## src/sv/tfce_pkg.sv

```systemverilog
package tfce_pkg;

  // Default depth of the character buffer.
  localparam int BufferLengthDef = 2048;

  // Request kinds.
  typedef enum logic [2:0] {
    KIND_KEY   = 3'd0,
    KIND_CLEAR = 3'd1,
    KIND_ARM   = 3'd2,
    KIND_PEEK  = 3'd3,
    KIND_FLUSH = 3'd4
  } kind_t;

  // Key codes and characters.
  localparam logic [7:0] KeyBackspace = 8'h08;
  localparam logic [7:0] KeyTab       = 8'h09;
  localparam logic [7:0] KeyReturn    = 8'h0A;
  localparam logic [7:0] ChMask       = 8'h2A;
  localparam logic [7:0] ChNewline    = 8'h0A;
  localparam logic [7:0] ChNul        = 8'h00;

  // Configuration register indexes.
  localparam logic [2:0] CfgLeft   = 3'd0;
  localparam logic [2:0] CfgTop    = 3'd1;
  localparam logic [2:0] CfgWidth  = 3'd2;
  localparam logic [2:0] CfgHeight = 3'd3;
  localparam logic [2:0] CfgMask   = 3'd4;

  // Frame reset values.
  localparam logic [6:0] FrameWidthRst  = 7'd80;
  localparam logic [4:0] FrameHeightRst = 5'd25;

  typedef struct packed {
    logic [6:0] left;
    logic [4:0] top;
    logic [6:0] width;
    logic [4:0] height;
    logic       mask;
  } frame_t;

  // What one request does, decided from the cursor at acceptance.
  typedef struct packed {
    logic [6:0] next_col;
    logic [4:0] next_row;
    logic       next_reading;
    logic       load_wanted;
    logic       scr_wr;
    logic       store_wr;
    logic [6:0] pos_col;
    logic [4:0] pos_row;
    logic [7:0] store_ch;
    logic [7:0] scr_ch;
    logic       clr;
    logic       done;
    logic       peek;
    logic       flush;
  } action_t;

  // Sequencer states.
  typedef enum logic [4:0] {
    S_SWEEP = 5'b00001,
    S_IDLE  = 5'b00010,
    S_MUL   = 5'b00100,
    S_IDX   = 5'b01000,
    S_RES   = 5'b10000
  } state_t;

endpackage

```

## src/sv/tfce_index.sv

```systemverilog
module tfce_index import tfce_pkg::*; #(
  parameter int BUFFER_LENGTH = BufferLengthDef,
  parameter int ADDR_W = $clog2(BUFFER_LENGTH)
) (
  input  logic              clk,
  input  logic              en,
  input  logic [6:0]        pos_col,
  input  logic [4:0]        pos_row,
  input  frame_t            frame,
  input  logic [15:0]       wanted,
  output logic              in_range,
  output logic [ADDR_W-1:0] addr,
  output logic [11:0]       rlen
);

  localparam logic [31:0] BufLen32 = 32'(BUFFER_LENGTH);

  logic [31:0] dx, dy, dx_q, prod_q, idx, imax, lim_a, lim_b;

  // Offsets from the frame origin, modulo 2^32.
  always_comb begin
    dx = {25'b0, pos_col} - {25'b0, frame.left};
    dy = {27'b0, pos_row} - {27'b0, frame.top};
  end

  // Row offset times frame width, registered.
  always_ff @(posedge clk) begin
    if (en) begin
      dx_q   <= dx;
      prod_q <= dy * {25'b0, frame.width};
    end
  end

  // Buffer index, range check and the length a finished read may copy.
  always_comb begin
    idx      = dx_q + prod_q;
    in_range = idx < BufLen32;
    addr     = idx[ADDR_W-1:0];
    imax     = idx + 32'd1;
    lim_a    = {16'b0, wanted};
    if (lim_a > BufLen32) begin
      lim_a = BufLen32;
    end
    lim_b = (lim_a > imax) ? imax : lim_a;
    rlen  = lim_b[11:0];
  end

endmodule

```

## config.mk

```make
export PLATFORM = sky130hd
export DESIGN_NAME = tfce_index
export DESIGN_NICKNAME = d
export VERILOG_FILES = /design/src/sv/tfce_pkg.sv /design/src/sv/tfce_index.sv
export SDC_FILE = /design/constraint.sdc
export NUM_CORES = 1
export LEC_CHECK = 0
export ABC_AREA = 1
export BUFFER_PORTS_ARGS = -buffer_cell sky130_fd_sc_hd__buf_4
export CORE_MARGIN = 2
export CORE_UTILIZATION = 60
export DETAILED_ROUTE_END_ITERATION = 8
export PLACE_DENSITY = 0.83
export SLEW_MARGIN = 20
export SYNTH_ARGS = -nofsm -noshare
export SYNTH_HDL_FRONTEND = slang
export SYNTH_SLANG_ARGS = --single-unit
```

## constraint.sdc

```tcl
create_clock -name clk -period 13 [get_ports clk]
set_clock_uncertainty 0.2 [all_clocks]
set_input_delay 0.65 -clock clk [delete_from_list [all_inputs] [get_ports clk]]
set_output_delay 0.65 -clock clk [all_outputs]
set_load 0.005 [all_outputs]
```

==> metrics <==
status finished, final reports clean; mapped cell area 4900 um2; crit path max-delay cell type fa_1; PwrDens 200 nW/um2; clock tree buffer depth 2; Fmax 165 MHz; Synth Instances 708; sequential cell area 661 um2; WS Path Type in -> reg; postcts setup bufs 0; die area 8910 um2; overall routing resource usage 0.263; Diodes inserted 0; maximum vdd drop 0.000100 V; Starting Density 0.628; CP Max Fanout 6; largest net degree at the start of global routing 23; Tcrit/Tclk final 0.465; Synth cell types 38; sequential fraction of the synthesis area 0.135; FF+latch count, synth 22; worst endpoint required time 12820 ps; CP cell instances buf_4 > ha_1 > nand2_1 > o211a_1 > or2_2 > nand2_1 > a21oi_1 > nand2_1 > fa_1 > fa_1 > inv_1 > fa_1 > fa_1 > inv_1 > fa_1 > o21ai_0 > a21oi_1 > inv_1 > a21oi_1 > nor2_1 > o21ai_0 > nand2_1 > xor2_1; vias in the first global route 4832; first-pass GRT wire length 19200 um; layout filler cell count 650; global route overflow 0; IO Port Bufs 72; worst setup margin 6960 ps; WL/cell 12.2 um; Routed WL 10800 um; gpl congestion 0.835; max-slew violation count 0; Area Growth Syn to Fin 14.8%; Nets 944; setup TNS 0 ps; Worst Hold Class in -> reg; critical path startpoint category input pin; max cap viols 0; most used cell, CP fa_1; final hold vios 0; Top FF cell, synth edfxtp_1; relative slew slack 0.542; worst-margin pin slew 686 ps; Detailed Place HPWL 9390 um; CP max stage delay 550 ps; crit end category flip-flop; Num CTS Buffers 3; unrepaired setup endpoints after global routing no; Post-synth EDFFs 22; Core Area 7810 um2; Post-CTS Hold Fix Bufs 0; FFs w/ async S/R, synth 0; initial drt markers 204; DR vias 4700; Cell Rows 32; Tmin final 6040 ps; syn_area_per_cell 6.92 um2; CTS tree yes; clk slew on worst S/H paths 80 ps; Leak 0.00320 uW; antenna-violating nets left 0; pre-CTS WS 6700 ps; Final setup viols 0; share of cells above drive strength 1 0.167; die width 94.4 um; DR DRC count 0; Multi-input gate area 3640 um2; Synth warnings 0; post-CTS sizing 0; Root Driver clkbuf_8; initial antenna violation count 0; # IOs 79; clk sink count 22; drt via density 5.30; CP Data Arrival Time 5860 ps; Pre-antenna DRT Iters 5; Die Height 94.4 um; Clock H-tree levels 1
## per-layer routing
metal,vias up,global-route usage,part of all wire
li1,2384,-,-
met1,2176,0.281,0.40
met2,124,0.536,0.55
met3,16,0.0136,0.038
met4,0,0.0954,0.017
met5,-,0,0
## cell usage after synthesis (7+ instances only)
cell | n | area [um2]
nand2_1 | 164 | 616
inv_1 | 149 | 559
ha_1 | 76 | 951
nor2_1 | 67 | 251
nand3_1 | 38 | 190
a21oi_1 | 31 | 155
fa_1 | 28 | 561
edfxtp_1 | 22 | 661
nand2_2 | 17 | 106
xor2_1 | 16 | 140
nand4_1 | 15 | 93.8
nand3_2 | 10 | 100
o21ai_0 | 10 | 50.1
nor2_2 | 7 | 43.8
nor2_4 | 7 | 78.8
## critical path, delay by kind of cell
family,cells,cell delay [ps]
compound gates,6,1330
simple gates,6,600
xor+xnor,1,60
buf+inv,4,300
fa+ha+maj,6,2910
## flip-flops by register name, indices dropped and copies added, names as in the netlist
signal	count
prod_q	14
dx_q	8
## worst paths after layout
path,startpoint,to,slack [ps],depth (start not counted)
worst max-delay path,pos_row[2],prod_q[12]$_DFFE_PP_,6960,23
worst min-delay path,en,dx_q[0]$_DFFE_PP_,580,1
## cells in the final DEF, fill, tap and decap left out, types with 4 or more instances in the layout
cell type | netlist | routed
a21oi_1 | 31 | 31
buf_4 | 2 | 72
conb_1 | 1 | 4
edfxtp_1 | 22 | 22
fa_1 | 28 | 28
ha_1 | 76 | 76
inv_1 | 149 | 149
inv_2 | 5 | 5
nand2_1 | 164 | 164
nand2_2 | 17 | 17
nand3_1 | 38 | 38
nand3_2 | 10 | 10
nand4_1 | 15 | 15
nor2_1 | 67 | 67
nor2_2 | 7 | 7
nor2_4 | 7 | 7
nor3_1 | 5 | 5
nor4_1 | 5 | 5
o21ai_0 | 10 | 10
or2_2 | 5 | 5
xnor2_1 | 6 | 6
xor2_1 | 16 | 16
## stage by stage
step	utilization	instance area (um2)	hold WS (ps)	instances	power, uW
final	0.721	5630	579	886	1120
after detailed placement	0.712	5560	856	882	1050
after global routing	0.721	5630	579	886	1260
after CTS	0.721	5630	578	886	1120
after floorplan	-	4910	562	711	837
after global placement	0.712	5560	830	882	1010
## area by class of cell
type / count / share of cell area
multi-input cells: 530 / 0.647
flip-flops and latches: 22 / 0.117
inverters: 156 / 0.104
repair buffers: 72 / 0.0961
well taps: 102 / 0.0227
clock buffers: 3 / 0.00734
clock inverters: 1 / 0.00534
## where the power goes
part / internal [uW] / total (uW) / switching (uW)
clock: 41.1 / 63.2 / 22.1
sequential: 120 / 129 / 8.91
combinational: 352 / 931 / 579
## logic make-up (layout without fill, tap and decap cells)
family                     count (synthesis)  after routing  share of synthesized area
and+or+nand+nor                          349            349                      0.335
AOI/OAI and AO/OA                         51             51                     0.0574
other                                      1              4                   0.000765
xor gates and xnor gates                  22             22                     0.0393
DFF                                       22             22                      0.135
adders and majority gates                104            104                      0.308
buffers and inverters                    159            232                      0.125
(Power assumes the default switching activity.)
