**src/sv/tfce_pkg.sv**
```systemverilog
package tfce_pkg;

  // Default depth of the character buffer.
  localparam int BufferLengthDef = 2048;

  // Request kinds.
  typedef enum logic [2:0] {
    KIND_KEY   = 3'd0,
    KIND_CLEAR = 3'd1,
    KIND_ARM   = 3'd2,
    KIND_PEEK  = 3'd3,
    KIND_FLUSH = 3'd4
  } kind_t;

  // Key codes and characters.
  localparam logic [7:0] KeyBackspace = 8'h08;
  localparam logic [7:0] KeyTab       = 8'h09;
  localparam logic [7:0] KeyReturn    = 8'h0A;
  localparam logic [7:0] ChMask       = 8'h2A;
  localparam logic [7:0] ChNewline    = 8'h0A;
  localparam logic [7:0] ChNul        = 8'h00;

  // Configuration register indexes.
  localparam logic [2:0] CfgLeft   = 3'd0;
  localparam logic [2:0] CfgTop    = 3'd1;
  localparam logic [2:0] CfgWidth  = 3'd2;
  localparam logic [2:0] CfgHeight = 3'd3;
  localparam logic [2:0] CfgMask   = 3'd4;

  // Frame reset values.
  localparam logic [6:0] FrameWidthRst  = 7'd80;
  localparam logic [4:0] FrameHeightRst = 5'd25;

  typedef struct packed {
    logic [6:0] left;
    logic [4:0] top;
    logic [6:0] width;
    logic [4:0] height;
    logic       mask;
  } frame_t;

  // What one request does, decided from the cursor at acceptance.
  typedef struct packed {
    logic [6:0] next_col;
    logic [4:0] next_row;
    logic       next_reading;
    logic       load_wanted;
    logic       scr_wr;
    logic       store_wr;
    logic [6:0] pos_col;
    logic [4:0] pos_row;
    logic [7:0] store_ch;
    logic [7:0] scr_ch;
    logic       clr;
    logic       done;
    logic       peek;
    logic       flush;
  } action_t;

  // Sequencer states.
  typedef enum logic [4:0] {
    S_SWEEP = 5'b00001,
    S_IDLE  = 5'b00010,
    S_MUL   = 5'b00100,
    S_IDX   = 5'b01000,
    S_RES   = 5'b10000
  } state_t;

endpackage

```
**src/sv/tfce_cursor.sv**
```systemverilog
module tfce_cursor import tfce_pkg::*; (
  input  logic [6:0] cur_col,
  input  logic [4:0] cur_row,
  input  logic       reading,
  input  frame_t     frame,
  input  logic [2:0] kind,
  input  logic [7:0] key,
  output action_t    act
);

  logic signed [9:0] x, y, l, t, endc, endr, lastc, lastr;

  // Cursor and frame edges as small signed numbers, so that an empty frame compares right.
  always_comb begin
    x     = signed'({3'b000, cur_col});
    y     = signed'({5'b00000, cur_row});
    l     = signed'({3'b000, frame.left});
    t     = signed'({5'b00000, frame.top});
    endc  = l + signed'({3'b000, frame.width});
    endr  = t + signed'({5'b00000, frame.height});
    lastc = endc - 10'sd1;
    lastr = endr - 10'sd1;
  end

  // Decide the cursor move and the store and screen writes.
  always_comb begin
    act              = '0;
    act.next_col     = cur_col;
    act.next_row     = cur_row;
    act.next_reading = reading;
    act.pos_col      = cur_col;
    act.pos_row      = cur_row;
    case (kind_t'(kind))
      KIND_KEY: begin
        if (key == KeyBackspace) begin
          if (!(x == l && y == t)) begin
            if (x > l) begin
              act.next_col = cur_col - 7'd1;
            end else if (x == l && y > t) begin
              act.next_col = lastc[6:0];
              act.next_row = cur_row - 5'd1;
            end
            // The erase lands on the new position.
            act.pos_col  = act.next_col;
            act.pos_row  = act.next_row;
            act.scr_wr   = 1'b1;
            act.store_wr = 1'b1;
            act.store_ch = ChNul;
            act.scr_ch   = ChNul;
          end
        end else if (key == KeyTab) begin
          act.next_col = cur_col;
        end else if (key == KeyReturn) begin
          if (reading) begin
            act.done         = 1'b1;
            act.next_reading = 1'b0;
          end else if (y < lastr) begin
            act.next_col = frame.left;
            act.next_row = cur_row + 5'd1;
            act.scr_wr   = 1'b1;
            act.store_wr = 1'b1;
            act.store_ch = ChNewline;
            act.scr_ch   = ChNul;
          end
        end else if (!(x >= endc || y >= endr)) begin
          if (x < lastc) begin
            act.next_col = cur_col + 7'd1;
            act.scr_wr   = 1'b1;
          end else if (x == lastc && y < lastr) begin
            act.next_col = frame.left;
            act.next_row = cur_row + 5'd1;
            act.scr_wr   = 1'b1;
          end
          act.store_wr = act.scr_wr;
          act.store_ch = key;
          act.scr_ch   = frame.mask ? ChMask : key;
        end
      end
      KIND_CLEAR: begin
        act.next_col = frame.left;
        act.next_row = frame.top;
        act.clr      = 1'b1;
      end
      KIND_ARM: begin
        act.next_reading = 1'b1;
        act.load_wanted  = 1'b1;
      end
      KIND_PEEK: begin
        act.peek = 1'b1;
      end
      KIND_FLUSH: begin
        act.flush = 1'b1;
      end
      default: begin
        act.next_col = cur_col;
      end
    endcase
  end

endmodule

```
**config.mk**
```make
export PLATFORM = sky130hd
export DESIGN_NAME = tfce_cursor
export DESIGN_NICKNAME = d
export VERILOG_FILES = /design/src/sv/tfce_pkg.sv /design/src/sv/tfce_cursor.sv
export SDC_FILE = /design/constraint.sdc
export NUM_CORES = 1
export LEC_CHECK = 0
export ABC_AREA = 1
export BUFFER_PORTS_ARGS = -buffer_cell sky130_fd_sc_hd__buf_2
export CAP_MARGIN = 25
export CELL_PAD_IN_SITES_DETAIL_PLACEMENT = 1
export CELL_PAD_IN_SITES_GLOBAL_PLACEMENT = 2
export CORE_MARGIN = 1
export CORE_UTILIZATION = 25
export DETAILED_ROUTE_END_ITERATION = 10
export GPL_TIMING_DRIVEN = 0
export PLACE_DENSITY = 0.81
export SKIP_LAST_GASP = 1
export SYNTH_ARGS = -nofsm -noshare
export SYNTH_HDL_FRONTEND = slang
export SYNTH_SLANG_ARGS = --single-unit
```
**constraint.sdc**
```tcl
create_clock -name vclk -period 2.8
set_input_delay 0 -clock vclk [all_inputs]
set_output_delay 0 -clock vclk [all_outputs]
set_load 0.005 [all_outputs]
```
==> results.yml <==
outcome:
  status: "finished, violations left"
  violations: "negative setup slack"
setup_path:
  required_ns: 2.80
  cp-start-kind: "input port"
  cpPeakStageDelay_ns: 0.43
  worst-path-buf-inv: 7
  crit_family: "simple AND/OR/NAND/NOR gates"
  path_cells: "buf_8, ha_4, fa_2, inv_2, ha_4, inv_2, nor2_4, nand2_4, xor2_4, ha_4, nand4_1, buf_4, nor3_4, nand3_2, nor2_4, nand3_4, nand2_4, buf_4, nand4_1, nand2_1, inv_1, nand2_2, nand3_1, buf_2"
  cp_common_cell: "ha_4"
  end_kind: "output pin"
  setup.worst_path.class: "in2out"
  worstPathArrival_ns: 3.35
  cp_max_fo: 6
  slowest_stage: "fa_2"
final_layout:
  design.seq.count: 0
  layout.cells.non_filler: 934
  drive_gt1_share_pct: 33.7
  nClkBuffers: 0
  syn_to_final_growth_pct: 42.1
  multi_input_area_mm2: 0.00348
  final_cell_area_mm2: 0.00504
  fillers: 1869
  fin_nets: 861
  diodes: 0
  regArea_um2: 0
route:
  viasPerCell: 5.12
  wire_per_inst_um: 16.5
  postRouteAntennaNets: 0
  vias: 4786
  drt-initial-drc-count: 158
  drtPass1Iterations: 4
  drt-total-wl_mm: 15.4
  drc_errors: 0
sta:
  hold_viol: 0
  slew_violations: 0
  tightest_slew_ns: 0.802
  worst_slack_ns: -0.547
  fmax_ghz: 0.299
  period_minus_slack_ns: 3.35
  slew_headroom_pct: 46.2
  setup_viol: 14
  rsz0062_at_grt: "yes"
  tns_ns: -6.78
  fin_hold_ws_ns: 0.260
  min_period_over_period_pct: 120
synth:
  netlist_area_mm2: 0.00355
  synth_xor_area_share_pct: 4.94
  netlist-cell-type-count: 44
  synth_compound_area_share_pct: 20.5
  synth_area_leaders: "ha_1 19%, nand2_1 16%, inv_1 9.4%"
  synth.net_count: 722
  syn-instance-count: 617
  synth_top_family_by_area: "simple AND/OR/NAND/NOR gates"
  synth_top_cell_area_share_pct: 19.0
  yosysTopAreaCell: "ha_1"
  synth.avg_cell_area_um2: 5.75
  ys_warn_count: 0
  yosysSeqAreaShare_pct: 0
  synth-simple-area-share_pct: 41.6
  synthAdderAreaFrac_pct: 20.2
  synthMuxAreaShare_pct: 0
place:
  gp_congestion: 0.833
  dp_slack_ns: -0.908
  hpwlAfterDp_mm: 12.3
  numPortBuffers: 97
  dp.cells: 895
  dpl_cell_area_mm2: 0.00427
global_route:
  grt_pass1_wl_mm: 24.3
  grt_max_degree: 12
  grt_overflow: 0
  grt_use_total_pct: 20.5
  grt_pass1_vias: 4800
  antenna_found_initial: 0
floorplan:
  start_util_pct: 25.6
  die-area_mm2: 0.0147
  rows: 43
  coreArea_mm2: 0.0139
  die_h_um: 121
  ios: 97
  die_x_um: 121
run:
  maxCapViolations: 0
power_and_ir_drop:
  p_leak_nw: 2.58
  irDropWorstVdd_mv: 0.0841
  power_density_mw_per_mm2: 254
hold_path:
  hold_class: "in2out"
[cell usage in the layout (no fill, tap or decap), types with 2 or more instances in the layout]
| cell type | netlist | final |
|---|---|---|
| nor3_2 | 1 | 5 |
| ha_4 | 0 | 7 |
| nor2_1 | 33 | 30 |
| ha_1 | 54 | 46 |
| o221a_2 | 3 | 3 |
| buf_12 | 0 | 2 |
| nor4_2 | 2 | 3 |
| o221ai_1 | 2 | 2 |
| nand3_2 | 8 | 14 |
| o21a_1 | 4 | 4 |
| xnor2_1 | 4 | 3 |
| o21ai_0 | 32 | 27 |
| xor2_1 | 16 | 14 |
| buf_6 | 2 | 9 |
| a211oi_1 | 2 | 2 |
| nand3_1 | 47 | 39 |
| clkbuf_1 | 8 | 7 |
| nand4_1 | 14 | 14 |
| o211ai_1 | 10 | 10 |
| nand3b_1 | 4 | 4 |
| nor4_1 | 7 | 3 |
| nand2_1 | 147 | 132 |
| nand2_2 | 13 | 22 |
| a21oi_2 | 3 | 6 |
| nor4_4 | 0 | 3 |
| o21ai_1 | 2 | 6 |
| nand3_4 | 0 | 2 |
| clkinvlp_4 | 0 | 2 |
| or2_2 | 2 | 2 |
| o22ai_1 | 3 | 2 |
| inv_2 | 6 | 10 |
| a22oi_1 | 10 | 10 |
| buf_2 | 2 | 96 |
| nor2_2 | 2 | 2 |
| nand2_4 | 2 | 8 |
| nor2_4 | 4 | 7 |
| buf_4 | 2 | 34 |
| nor3_1 | 18 | 13 |
| a21oi_1 | 48 | 45 |
| inv_1 | 89 | 83 |
[cell usage after synthesis (all sizes together), types with 2 or more instances]
| master | count |
|---|---|
| nand2 | 162 |
| inv | 95 |
| nand3 | 55 |
| ha | 54 |
| a21oi | 51 |
| nor2 | 39 |
| o21ai | 35 |
| nor3 | 19 |
| xor2 | 16 |
| nand4 | 14 |
| a22oi | 10 |
| o211ai | 10 |
| clkbuf | 9 |
| nor4 | 9 |
| buf | 6 |
| nand3b | 5 |
| o21a | 4 |
| xnor2 | 4 |
| o221a | 3 |
| o22ai | 3 |
| or2 | 3 |
| a211oi | 2 |
| clkinv | 2 |
| fa | 2 |
| o221ai | 2 |
[cells by family after synthesis]
family / count (synthesis)
and+or+nand+nor: 307
adders and majority gates: 56
AOI/OAI and AO/OA: 122
xor gates and xnor gates: 20
buffers and inverters: 112
[through the flow]
step	total power, mW	util, %
3_3_place_gp	0.912	30.7
3_5_place_dp	0.948	30.8
4_1_cts	1.15	33.9
6_report	1.28	36.3
2_1_floorplan	0.648	-
5_1_grt	1.42	36.3
[power breakdown]
group          switching, mW  internal (mW)
Sequential                 0              0
Combinational          0.731          0.547
Clock                      0              0
[final cells by class]
| type | count | area share [%] |
|---|---|---|
| Inverter | 97 | 7.42 |
| Buffer | 15 | 2.23 |
| Tap cell | 180 | 4.47 |
| Multi-Input combinational cell | 505 | 69.0 |
| Timing Repair Buffer | 137 | 16.9 |
[worst paths after layout]
check / depth (start not counted) / startpoint / slack [ns] / to
setup / recovery: 24 / frame[18] / -0.55 / act[46]
hold / removal: 3 / kind[0] / 0.26 / act[0]
[metal layers]
metal	share of wire, %	GRT usage [%]	up-vias
met5	0	0	-
li1	-	-	2369
met1	44	26.5	2295
met2	50	38.1	110
met3	5.7	0.940	12
met4	1.1	2.85	0
[what timing repair did]
item                       in CTS  in global routing
pin swaps                      31                 34
setup endpoints to repair      29                 38
cloned                          1                  0
hold endpoints to repair        0                  0
gates resized for setup        48                 51
hold buffers                    0                  0
buffers inserted               24                 13
(Power assumes the default switching activity.)
